**config.mk**
```make
export PLATFORM = sky130hd
export DESIGN_NAME = throttle_arming_flight_mode_ctrl_top
export DESIGN_NICKNAME = d
export VERILOG_FILES = /design/src/design/tafm_pkg.sv /design/src/design/tafm_step.sv /design/src/design/throttle_arming_flight_mode_ctrl_top.sv
export SDC_FILE = /design/constraint.sdc
export NUM_CORES = 1
export LEC_CHECK = 0
export BUFFER_PORTS_ARGS = -buffer_cell sky130_fd_sc_hd__buf_2
export CAP_MARGIN = 20
export CELL_PAD_IN_SITES_DETAIL_PLACEMENT = 1
export CELL_PAD_IN_SITES_GLOBAL_PLACEMENT = 1
export CORE_MARGIN = 2
export CORE_UTILIZATION = 40
export DETAILED_ROUTE_END_ITERATION = 12
export PLACE_DENSITY_LB_ADDON = 0.1
export SYNTH_ARGS = -nofsm -noshare
export SYNTH_HDL_FRONTEND = slang
export SYNTH_HIERARCHICAL = 1
export SYNTH_SLANG_ARGS = --single-unit
```
**constraint.sdc**
```tcl
create_clock -name clock -period 7.1 [get_ports clock]
set_input_delay 1.775 -clock clock [delete_from_list [all_inputs] [get_ports clock]]
set_output_delay 1.775 -clock clock [all_outputs]
set_load 0.05 [all_outputs]
```
**src/design/tafm_pkg.sv**
```systemverilog
// Package for the throttle arming and flight mode controller.
// Holds the transaction and state types, codes, reset values and code conversions.
// Used by tafm_step and throttle_arming_flight_mode_ctrl_top.
package tafm_pkg;

   localparam logic [15:0] THROTTLE_HIGH_RESET = 16'd900;
   localparam logic [15:0] THROTTLE_LOW_RESET  = 16'd100;
   localparam logic [31:0] HOLD_TICKS_RESET    = 32'd1000;
   localparam logic [7:0]  MISS_LIMIT_RESET    = 8'd10;

   localparam int CSR_INDEX_WIDTH = 2;
   localparam int CSR_DATA_WIDTH  = 32;

   localparam logic [CSR_INDEX_WIDTH-1:0] CSR_THROTTLE_HIGH = 2'd0;
   localparam logic [CSR_INDEX_WIDTH-1:0] CSR_THROTTLE_LOW  = 2'd1;
   localparam logic [CSR_INDEX_WIDTH-1:0] CSR_HOLD_TICKS    = 2'd2;
   localparam logic [CSR_INDEX_WIDTH-1:0] CSR_MISS_LIMIT    = 2'd3;

   localparam logic [1:0] LINK_EVENT_GOOD = 2'd1;
   localparam logic [1:0] LINK_EVENT_MISS = 2'd2;

   localparam logic [1:0] FLIGHT_IDLE   = 2'd0;
   localparam logic [1:0] FLIGHT_NORMAL = 2'd1;
   localparam logic [1:0] FLIGHT_HOLD   = 2'd2;
   localparam logic [1:0] FLIGHT_FAILED = 2'd3;

   localparam logic [2:0] ARM_FREE   = 3'd0;
   localparam logic [2:0] ARM_MAX    = 3'd1;
   localparam logic [2:0] ARM_LEFT   = 3'd2;
   localparam logic [2:0] ARM_MIN    = 3'd3;
   localparam logic [2:0] ARM_UNLOCK = 3'd4;

   typedef enum logic [3:0] {
      MODE_IDLE   = 4'b0001,
      MODE_NORMAL = 4'b0010,
      MODE_HOLD   = 4'b0100,
      MODE_FAILED = 4'b1000
   } mode_type;

   typedef enum logic [4:0] {
      STAGE_FREE   = 5'b00001,
      STAGE_MAX    = 5'b00010,
      STAGE_LEFT   = 5'b00100,
      STAGE_MIN    = 5'b01000,
      STAGE_UNLOCK = 5'b10000
   } stage_type;

   typedef struct packed {
      logic [1:0]  link_event;
      logic [15:0] throttle;
      logic        height_button;
      logic [31:0] now_ticks;
      logic [15:0] range_mm;
      logic        resume;
   } req_type;

   typedef struct packed {
      logic [1:0]  flight_mode;
      logic [2:0]  arm_stage;
      logic        link_up;
      logic [15:0] held_height;
   } rsp_type;

   typedef struct packed {
      logic [15:0] throttle_high;
      logic [15:0] throttle_low;
      logic [31:0] hold_ticks;
      logic [7:0]  miss_limit;
   } cfg_type;

   typedef struct packed {
      mode_type    mode;
      stage_type   stage;
      logic [31:0] max_entry_time;
      logic [31:0] min_entry_time;
      logic [7:0]  miss_count;
      logic        link;
      logic [15:0] height;
   } state_type;

   function automatic logic [1:0] mode_code(input mode_type mode);
      logic [1:0] code;
      case (mode)
         MODE_IDLE:   code = FLIGHT_IDLE;
         MODE_NORMAL: code = FLIGHT_NORMAL;
         MODE_HOLD:   code = FLIGHT_HOLD;
         default:     code = FLIGHT_FAILED;
      endcase
      return code;
   endfunction

   function automatic logic [2:0] stage_code(input stage_type stage);
      logic [2:0] code;
      case (stage)
         STAGE_MAX:    code = ARM_MAX;
         STAGE_LEFT:   code = ARM_LEFT;
         STAGE_MIN:    code = ARM_MIN;
         STAGE_UNLOCK: code = ARM_UNLOCK;
         default:      code = ARM_FREE;
      endcase
      return code;
   endfunction

endpackage

```
**src/design/tafm_step.sv**
```systemverilog
// Next-state logic for one poll transaction: link update, arming sequence and mode changes.
// Purely combinational; depends on tafm_pkg.
module tafm_step (
   input  tafm_pkg::state_type cur,
   input  tafm_pkg::cfg_type   cfg,
   input  tafm_pkg::req_type   item,
   output tafm_pkg::state_type nxt
);

   always_comb begin
      logic [7:0]          miss_inc;
      logic [31:0]         max_span;
      logic [31:0]         min_span;
      tafm_pkg::stage_type arm_stage;
      logic [31:0]         arm_max_time;
      logic [31:0]         arm_min_time;

      nxt = cur;

      miss_inc = cur.miss_count + 8'd1;
      if (item.link_event == tafm_pkg::LINK_EVENT_GOOD) begin
         nxt.link = 1'b1;
         nxt.miss_count = '0;
      end else if (item.link_event == tafm_pkg::LINK_EVENT_MISS) begin
         if (miss_inc >= cfg.miss_limit) begin
            nxt.link = 1'b0;
            nxt.miss_count = '0;
         end else begin
            nxt.miss_count = miss_inc;
         end
      end

      max_span = item.now_ticks - cur.max_entry_time;
      min_span = item.now_ticks - cur.min_entry_time;
      arm_stage = cur.stage;
      arm_max_time = cur.max_entry_time;
      arm_min_time = cur.min_entry_time;
      case (cur.stage)
         tafm_pkg::STAGE_FREE: begin
            if (item.throttle >= cfg.throttle_high) begin
               arm_stage = tafm_pkg::STAGE_MAX;
               arm_max_time = item.now_ticks;
            end
         end
         tafm_pkg::STAGE_MAX: begin
            if (item.throttle < cfg.throttle_high) begin
               arm_stage = (max_span >= cfg.hold_ticks) ? tafm_pkg::STAGE_LEFT
                                                        : tafm_pkg::STAGE_FREE;
            end
         end
         tafm_pkg::STAGE_LEFT: begin
            if (item.throttle <= cfg.throttle_low) begin
               arm_stage = tafm_pkg::STAGE_MIN;
               arm_min_time = item.now_ticks;
            end
         end
         tafm_pkg::STAGE_MIN: begin
            if (min_span > cfg.hold_ticks) begin
               arm_stage = tafm_pkg::STAGE_UNLOCK;
            end else if (item.throttle > cfg.throttle_low) begin
               arm_stage = tafm_pkg::STAGE_FREE;
            end
         end
         default: begin
            arm_stage = cur.stage;
         end
      endcase

      case (cur.mode)
         tafm_pkg::MODE_IDLE: begin
            nxt.max_entry_time = arm_max_time;
            nxt.min_entry_time = arm_min_time;
            if (arm_stage == tafm_pkg::STAGE_UNLOCK) begin
               nxt.mode = tafm_pkg::MODE_NORMAL;
               nxt.stage = tafm_pkg::STAGE_FREE;
            end else begin
               nxt.stage = arm_stage;
            end
         end
         tafm_pkg::MODE_NORMAL: begin
            if (item.height_button) begin
               nxt.mode = tafm_pkg::MODE_HOLD;
               nxt.height = item.range_mm;
            end
            if (!nxt.link) begin
               nxt.mode = tafm_pkg::MODE_FAILED;
            end
         end
         tafm_pkg::MODE_HOLD: begin
            if (item.height_button) begin
               nxt.mode = tafm_pkg::MODE_NORMAL;
            end
            if (!nxt.link) begin
               nxt.mode = tafm_pkg::MODE_FAILED;
            end
         end
         default: begin
            if (item.resume) begin
               nxt.mode = tafm_pkg::MODE_IDLE;
            end
         end
      endcase
   end

endmodule

```
**src/design/throttle_arming_flight_mode_ctrl_top.sv**
```systemverilog
// Top level of the throttle arming and flight mode controller: input register, state,
// configuration registers and result register. Depends on tafm_pkg and tafm_step.
//
//   channel   ports                          direction   moves
//   req       req_valid req_stall req_data   in          one poll transaction
//   rsp       rsp_valid rsp_stall rsp_data   out         one result per transaction
//   csr       csr_we csr_index csr_wdata     in          register write, no read-back
//
// A transaction is captured in the input register, then evaluated and written to the
// result register and the state once the result register can advance. The single state
// update path through tafm_step gives one transaction a cycle while rsp_stall is low.
// Synchronous reset clears the state, restores the register defaults and empties both stages.
// A stalled result holds the result register, and the input register then fills and stalls req.
module throttle_arming_flight_mode_ctrl_top (
   input  logic                                   clock,
   input  logic                                   reset,
   input  logic                                   req_valid,
   output logic                                   req_stall,
   input  tafm_pkg::req_type                      req_data,
   output logic                                   rsp_valid,
   input  logic                                   rsp_stall,
   output tafm_pkg::rsp_type                      rsp_data,
   input  logic                                   csr_we,
   input  logic [tafm_pkg::CSR_INDEX_WIDTH-1:0]   csr_index,
   input  logic [tafm_pkg::CSR_DATA_WIDTH-1:0]    csr_wdata
);

   logic                in_valid_ff;
   logic                in_valid_in;
   tafm_pkg::req_type   in_data_ff;
   logic                out_valid_ff;
   logic                out_valid_in;
   tafm_pkg::rsp_type   out_data_ff;
   tafm_pkg::state_type state_ff;
   tafm_pkg::state_type state_in;
   tafm_pkg::cfg_type   cfg_ff;
   logic                advance;
   logic                fire;
   logic                req_take;

   assign advance   = !out_valid_ff || !rsp_stall;
   assign fire      = in_valid_ff && advance;
   assign req_stall = in_valid_ff && !advance;
   assign req_take  = req_valid && !req_stall;

   assign in_valid_in  = req_take || (in_valid_ff && !advance);
   assign out_valid_in = fire || (out_valid_ff && rsp_stall);

   tafm_step u_step (
      .cur  (state_ff),
      .cfg  (cfg_ff),
      .item (in_data_ff),
      .nxt  (state_in)
   );

   always_ff @(posedge clock) begin
      if (reset) begin
         in_valid_ff <= 1'b0;
         out_valid_ff <= 1'b0;
         state_ff.mode <= tafm_pkg::MODE_IDLE;
         state_ff.stage <= tafm_pkg::STAGE_FREE;
         state_ff.max_entry_time <= '0;
         state_ff.min_entry_time <= '0;
         state_ff.miss_count <= '0;
         state_ff.link <= 1'b0;
         state_ff.height <= '0;
         cfg_ff.throttle_high <= tafm_pkg::THROTTLE_HIGH_RESET;
         cfg_ff.throttle_low <= tafm_pkg::THROTTLE_LOW_RESET;
         cfg_ff.hold_ticks <= tafm_pkg::HOLD_TICKS_RESET;
         cfg_ff.miss_limit <= tafm_pkg::MISS_LIMIT_RESET;
      end else begin
         in_valid_ff <= in_valid_in;
         out_valid_ff <= out_valid_in;
         if (fire) begin
            state_ff <= state_in;
         end
         if (csr_we) begin
            case (csr_index)
               tafm_pkg::CSR_THROTTLE_HIGH: cfg_ff.throttle_high <= csr_wdata[15:0];
               tafm_pkg::CSR_THROTTLE_LOW:  cfg_ff.throttle_low <= csr_wdata[15:0];
               tafm_pkg::CSR_HOLD_TICKS:    cfg_ff.hold_ticks <= csr_wdata[31:0];
               tafm_pkg::CSR_MISS_LIMIT:    cfg_ff.miss_limit <= csr_wdata[7:0];
               default: begin
               end
            endcase
         end
      end
   end

   always_ff @(posedge clock) begin
      if (req_take) begin
         in_data_ff <= req_data;
      end
      if (fire) begin
         out_data_ff.flight_mode <= tafm_pkg::mode_code(state_in.mode);
         out_data_ff.arm_stage <= tafm_pkg::stage_code(state_in.stage);
         out_data_ff.link_up <= state_in.link;
         out_data_ff.held_height <= state_in.height;
      end
   end

   assign rsp_valid = out_valid_ff;
   assign rsp_data  = out_data_ff;

`ifndef SYNTH
   // Completing the arming sequence always returns the stage to free.
   assert property (@(posedge clock) disable iff (reset)
      state_ff.stage != tafm_pkg::STAGE_UNLOCK)
      else $error("arming stage left at unlocked");

   // The arming sequence only progresses while idle.
   assert property (@(posedge clock) disable iff (reset)
      state_ff.mode != tafm_pkg::MODE_IDLE |-> state_ff.stage == tafm_pkg::STAGE_FREE)
      else $error("arming stage not free outside idle");

   // The link only drops on a missed-frame transaction.
   assert property (@(posedge clock) disable iff (reset)
      $fell(state_ff.link) |->
         $past(fire) && $past(in_data_ff.link_event) == tafm_pkg::LINK_EVENT_MISS)
      else $error("link dropped without a missed frame");

   // A full input register with a free result register never stalls the input.
   assert property (@(posedge clock) disable iff (reset)
      req_stall |-> in_valid_ff && out_valid_ff && rsp_stall)
      else $error("input stalled while the result path was free");
`endif

endmodule

```
Word-level counts from Yosys, hierarchy flattened
Cells that the tools add are included.
Widths: inputs -> output; s select.

cells by class
  mux-type cells = 28
  $lt $le $gt $ge = 7
  $add $sub $neg = 3
  eq/ne operators = 20
  reductions and logical operators = 20

operators by type and width
  operator             count
  $mux 32              4
  $mux 69              1
  $sub 32x32->32       2
  $ge 32x32->1         1
  $gt 32x32->1         1
  $mux 16              2
  $mux 5               6
  $mux 4               6
  $pmux 5 s4           1
  $mux 9               2
  $ge 16x16->1         1
  $gt 16x16->1         1
  $le 16x16->1         1
  $lt 16x16->1         1
  $pmux 3 s4           1
  $pmux 4 s3           1
  $eq 5x2->1 const B   2
  $eq 5x3->1 const B   2
  $eq 5x4->1 const B   2
  $eq 5x5->1 const B   2
  $reduce_and 2->1     5
  $add 8x1->8 const B  1
  $eq 4x1->1 const B   2
  $eq 4x2->1 const B   2
  15 further kinds     28

word-level totals
  output and inout bits = 24
  register bits after elaboration = 262

Depth between registers and ports, before layout
  word-level depth = 10
  mapped depth = 25
  mapped depth without buffers = 25

Cells and area by module
The synthesis kept the hierarchy.

modules (own cells, without submodules)
  module                                cells an instance  sequential area each (um^2)  area an instance (um^2)  times used
  throttle_arming_flight_mode_ctrl_top  816                6145.9                       10162.2                  1
  tafm_step                             1001               0.0                          7668.6                   1

Worst setup path before layout
Ideal clock, no wire load.

  path type = input to register
  start = input port rsp_stall
  end = register in_data_ff[0] (netlist name) (enable)
  arrival = 4.998 ns
  stages on the path = 3
  setup slack = 1.607 ns
  setup time = 0.495 ns
  required time = 6.605 ns
  cell sequence = nand3_1 > inv_1 > nor2_1

on the way
  cells in the longest elaborated chain, start to end = 6

RTL lines
  item                  line                                        text
  from (decl)           throttle_arming_flight_mode_ctrl_top.sv:21  input logic rsp_stall,
  $logic_not 1->1       throttle_arming_flight_mode_ctrl_top.sv:41  assign advance = !out_valid_ff || !rsp_stall;
  $logic_or 1x1->1      throttle_arming_flight_mode_ctrl_top.sv:41
  $logic_not 1->1       throttle_arming_flight_mode_ctrl_top.sv:43  assign req_stall = in_valid_ff && !advance;
  $logic_and 1x1->1     throttle_arming_flight_mode_ctrl_top.sv:43
  via req_stall         throttle_arming_flight_mode_ctrl_top.sv:18  output logic req_stall,
  $logic_not 1->1       throttle_arming_flight_mode_ctrl_top.sv:44  assign req_take = req_valid && !req_stall;
  $logic_and 1x1->1     throttle_arming_flight_mode_ctrl_top.sv:44
  via req_take          throttle_arming_flight_mode_ctrl_top.sv:39  logic req_take;
  to (signal assigned)  throttle_arming_flight_mode_ctrl_top.sv:92  in_data_ff <= req_data;
  to (decl)             throttle_arming_flight_mode_ctrl_top.sv:30  tafm_pkg::req_type in_data_ff;

The timed path passes the listed nets, and every way through them passes these cells.
A chain may end at the register's enable or synchronous reset.

==> results.json <==
{
  "core_area_um2": 44120,
  "top_layer": "met4",
  "nets": 2197,
  "hold_path_startpoint": "state_ff[9]",
  "synth-seq-cells": 262,
  "cp_max_fo": 5,
  "finalCritPeriodShare_pct": 87.22,
  "synth_cell_types": 84,
  "intPower_mw": 2.990,
  "synth_area_leaders": "dfxtp_1 19%, edfxtp_1 15%, ha_1 12%",
  "routedWlPerCell_um": 17.81,
  "final-hold-violation-count": 0,
  "hold_buffers": 0,
  "cp.required_ns": 7.45,
  "hpwl_mm": 33.21,
  "syn_nets": 2093,
  "ant_nets": 0,
  "cts_resized": 0,
  "routed_via_density": 5.152,
  "postLayoutCellArea_um2": 19940,
  "slew-limit-headroom_pct": 36.18,
  "syn_avg_cell_area_um2": 9.813,
  "synth.top_cell.area_share_pct": 19.31,
  "cts_buffers": 31,
  "max_freq_mhz": 161.5,
  "synth_edf_count": 90,
  "seqPwrFrac_pct": 40.0,
  "synthCells": 1817,
  "routed-wl-met2_mm": 21.75,
  "synth_top_area_cell": "dfxtp_1",
  "num_vias": 13080,
  "grt_pass1_vias": 13670,
  "synth_area_um2": 17830,
  "syn2layout_area_growth_pct": 11.82,
  "finalCriticalPeriod_ns": 6.193,
  "num_io_pins": 131,
  "p_leak_nw": 8.071,
  "ir_drop_mv": 0.1924,
  "num_rows": 77,
  "place_area_um2": 18830,
  "drtIter0Drc": 471,
  "cts.sinks": 262,
  "drive_gt1_share_pct": 15.01,
  "p_clk_share_pct": 41.3,
  "clkLatencyLatePin_ns": 0.60,
  "tns_ns": 0,
  "num-fill-cells": 5049,
  "reg2reg_depth": 25,
  "synth-main-ff-cell": "dfxtp_1",
  "drc": 0,
  "drv_cap": 0,
  "r2r-start": "in_data_ff[17]",
  "start_util_pct": 40.41,
  "r2r_slack_ns": 0.91,
  "clock_skew_ns": 0.01248,
  "grt_first_pass_wirelength_mm": 73.33,
  "cp.arrival_ns": 6.54,
  "cts_setup_buffers": 0,
  "grtUsageTotal_pct": 19.40,
  "cp-start-kind": "flop",
  "clk_path_buf_depth": 3,
  "rr_endpoint": "rsp_data[21]",
  "setup_ws_ns": 0.9073,
  "async_flop_share_pct": 0,
  "h-tree-depth": 1,
  "path_clk_slew_ns": 0.06,
  "power_switching_share_pct": 27.56,
  "switchingPower_mw": 1.138,
  "routed_wl_mm": 45.19,
  "gr-total-overflow": 0,
  "die_area_um2": 46280,
  "met3_length_mm": 1.363,
  "hp-class": "flop to flop",
  "die_width_um": 215.1,
  "critPathCaptureType": "flop",
  "holdPathStages": 2,
  "rsz0062_at_grt": "false",
  "cts_tree": "done",
  "worst_slew_pin_slew_ns": 0.9572,
  "grt_max_degree": 160,
  "cts-root-buf": "clkbuf_16",
  "powerDensity_nw_per_um2": 207.1,
  "slew_viol_final": 0,
  "io_buffers": 130,
  "seq_area_frac_synth_pct": 34.47,
  "min_to": "state_ff[9]",
  "status": "finished clean",
  "crit_type": "flop to flop",
  "yosys_warnings": 6,
  "final_core_util_pct": 45.19,
  "antenna_cells": 0,
  "power_frac_comb_pct": 18.7,
  "die_h_um": 215.1,
  "gp_congestion": 0.8272,
  "drt_pass1_iterations": 5,
  "whs_ns": 0.4753,
  "dpl_worst_slack_ns": 0.9172,
  "setup_viol": 0,
  "antenna_found_initial": 0,
  "met1_length_mm": 21.20
}
state kept, by name, summed over array words and instances (netlist names):
name,count
in_valid_ff,1
rsp_valid,1
rsp_data,22
state_ff,98
in_data_ff,68
cfg_ff,72
power by group through the flow:
stage / registers (mW) / logic [mW] / clock network [mW]
finish: 1.65 / 0.773 / 1.70
floorplan: 1.69 / 0.561 / 0
CTS: 1.65 / 0.782 / 1.76
global route: 1.66 / 0.869 / 1.82
global placement: 1.68 / 0.758 / 0
detailed placement: 1.68 / 0.775 / 0
layout by cell type, fill, tap and decap left out, types with 9 or more instances in the layout:
cell and count:
ha_1 167, o21a_1 24, buf_2 129, mux2_2 51
inv_1 154, xnor2_1 48, nand2_1 32, nand4_1 25
nor2b_1 18, nand3_1 22, mux2_4 28, nor3_1 20
dfxtp_1 172, xor2_1 27, nand2b_1 296, o21ai_0 42
a211oi_1 9, clkbuf_16 32, o211ai_1 10, a21oi_1 77
nor2_1 91, a21o_1 55, edfxtp_1 90, mux2i_1 170
routing by layer:
metal	global-route usage, %	vias to the layer above
li1	-	6558
met1	25.44	6328
met2	33.76	140
met3	2.972	49
met4	3.931	0
met5	0	-
how the worst max path moves through the flow:
stage	start	to	cells past startpoint	slack [ns]
2_1_floorplan	rsp_stall	in_data_ff[0]	3	1.61
6_report	in_data_ff[17]	rsp_data[21]	25	0.91
5_1_grt	in_data_ff[17]	rsp_data[19]	25	0.46
3_5_place_dp	in_data_ff[17]	rsp_data[21]	25	0.92
4_1_cts	in_data_ff[17]	rsp_data[21]	25	0.89
3_3_place_gp	in_data_ff[17]	rsp_data[21]	25	1.07
stage by stage:
stage / std cells / total power [mW]
floorplan: 1817 / 2.246
global placement: 2479 / 2.440
detailed placement: 2479 / 2.460
CTS: 2537 / 4.199
global route: 2538 / 4.346
finish: 2538 / 4.128
area by class of cell:
type | instances | area [um2] | area share, %
flip-flops and latches | 262 | 6146 | 30.83
clock inverters | 12 | 177.7 | 0.8911
well taps | 592 | 740.7 | 3.715
inverters | 154 | 578.1 | 2.899
repair buffers | 139 | 749.5 | 3.759
clock buffers | 46 | 913.4 | 4.581
multi-input cells | 1333 | 10630 | 53.33
cells in the mapped netlist (32+ instances only):
cell,n
a21o_1,55
a21oi_1,77
clkbuf_1,33
dfxtp_1,172
edfxtp_1,90
ha_1,167
inv_1,154
mux2_2,51
mux2i_1,170
nand2_1,32
nand2b_1,296
nor2_1,92
o21ai_0,42
xnor2_1,48
worst max-delay path, stage by stage, from the launching register on:
cell and delay [ns]:
edfxtp_1 0.36, inv_1 0.11, ha_1 0.18, inv_1 0.06, fa_1 0.41, a211o_1 0.32, a21boi_1 0.31, o211ai_1 0.18
a211o_1 0.34, a22o_1 0.24, o41a_1 0.34, a31oi_1 0.28, o21ai_1 0.13, xor2_1 0.15, ha_1 0.31, nand4_1 0.10
nor2_1 0.16, and3_1 0.20, nand4_1 0.13, or3_1 0.44, nand3_1 0.13, nor2_1 0.09, o21a_1 0.21, a32oi_1 0.34
xnor2_1 0.11, or3_1 0.30
logic make-up after synthesis:
family                     after synthesis  synth area share [%]
muxes                                  249                 15.12
buffers and inverters                  222                 5.985
xor gates and xnor gates                75                 3.684
and+or+nand+nor                        554                 17.69
AOI/OAI and AO/OA                      286                 11.11
DFF                                    262                 34.47
adders and majority gates              169                 11.94
Power figures use the tool's default switching activity.
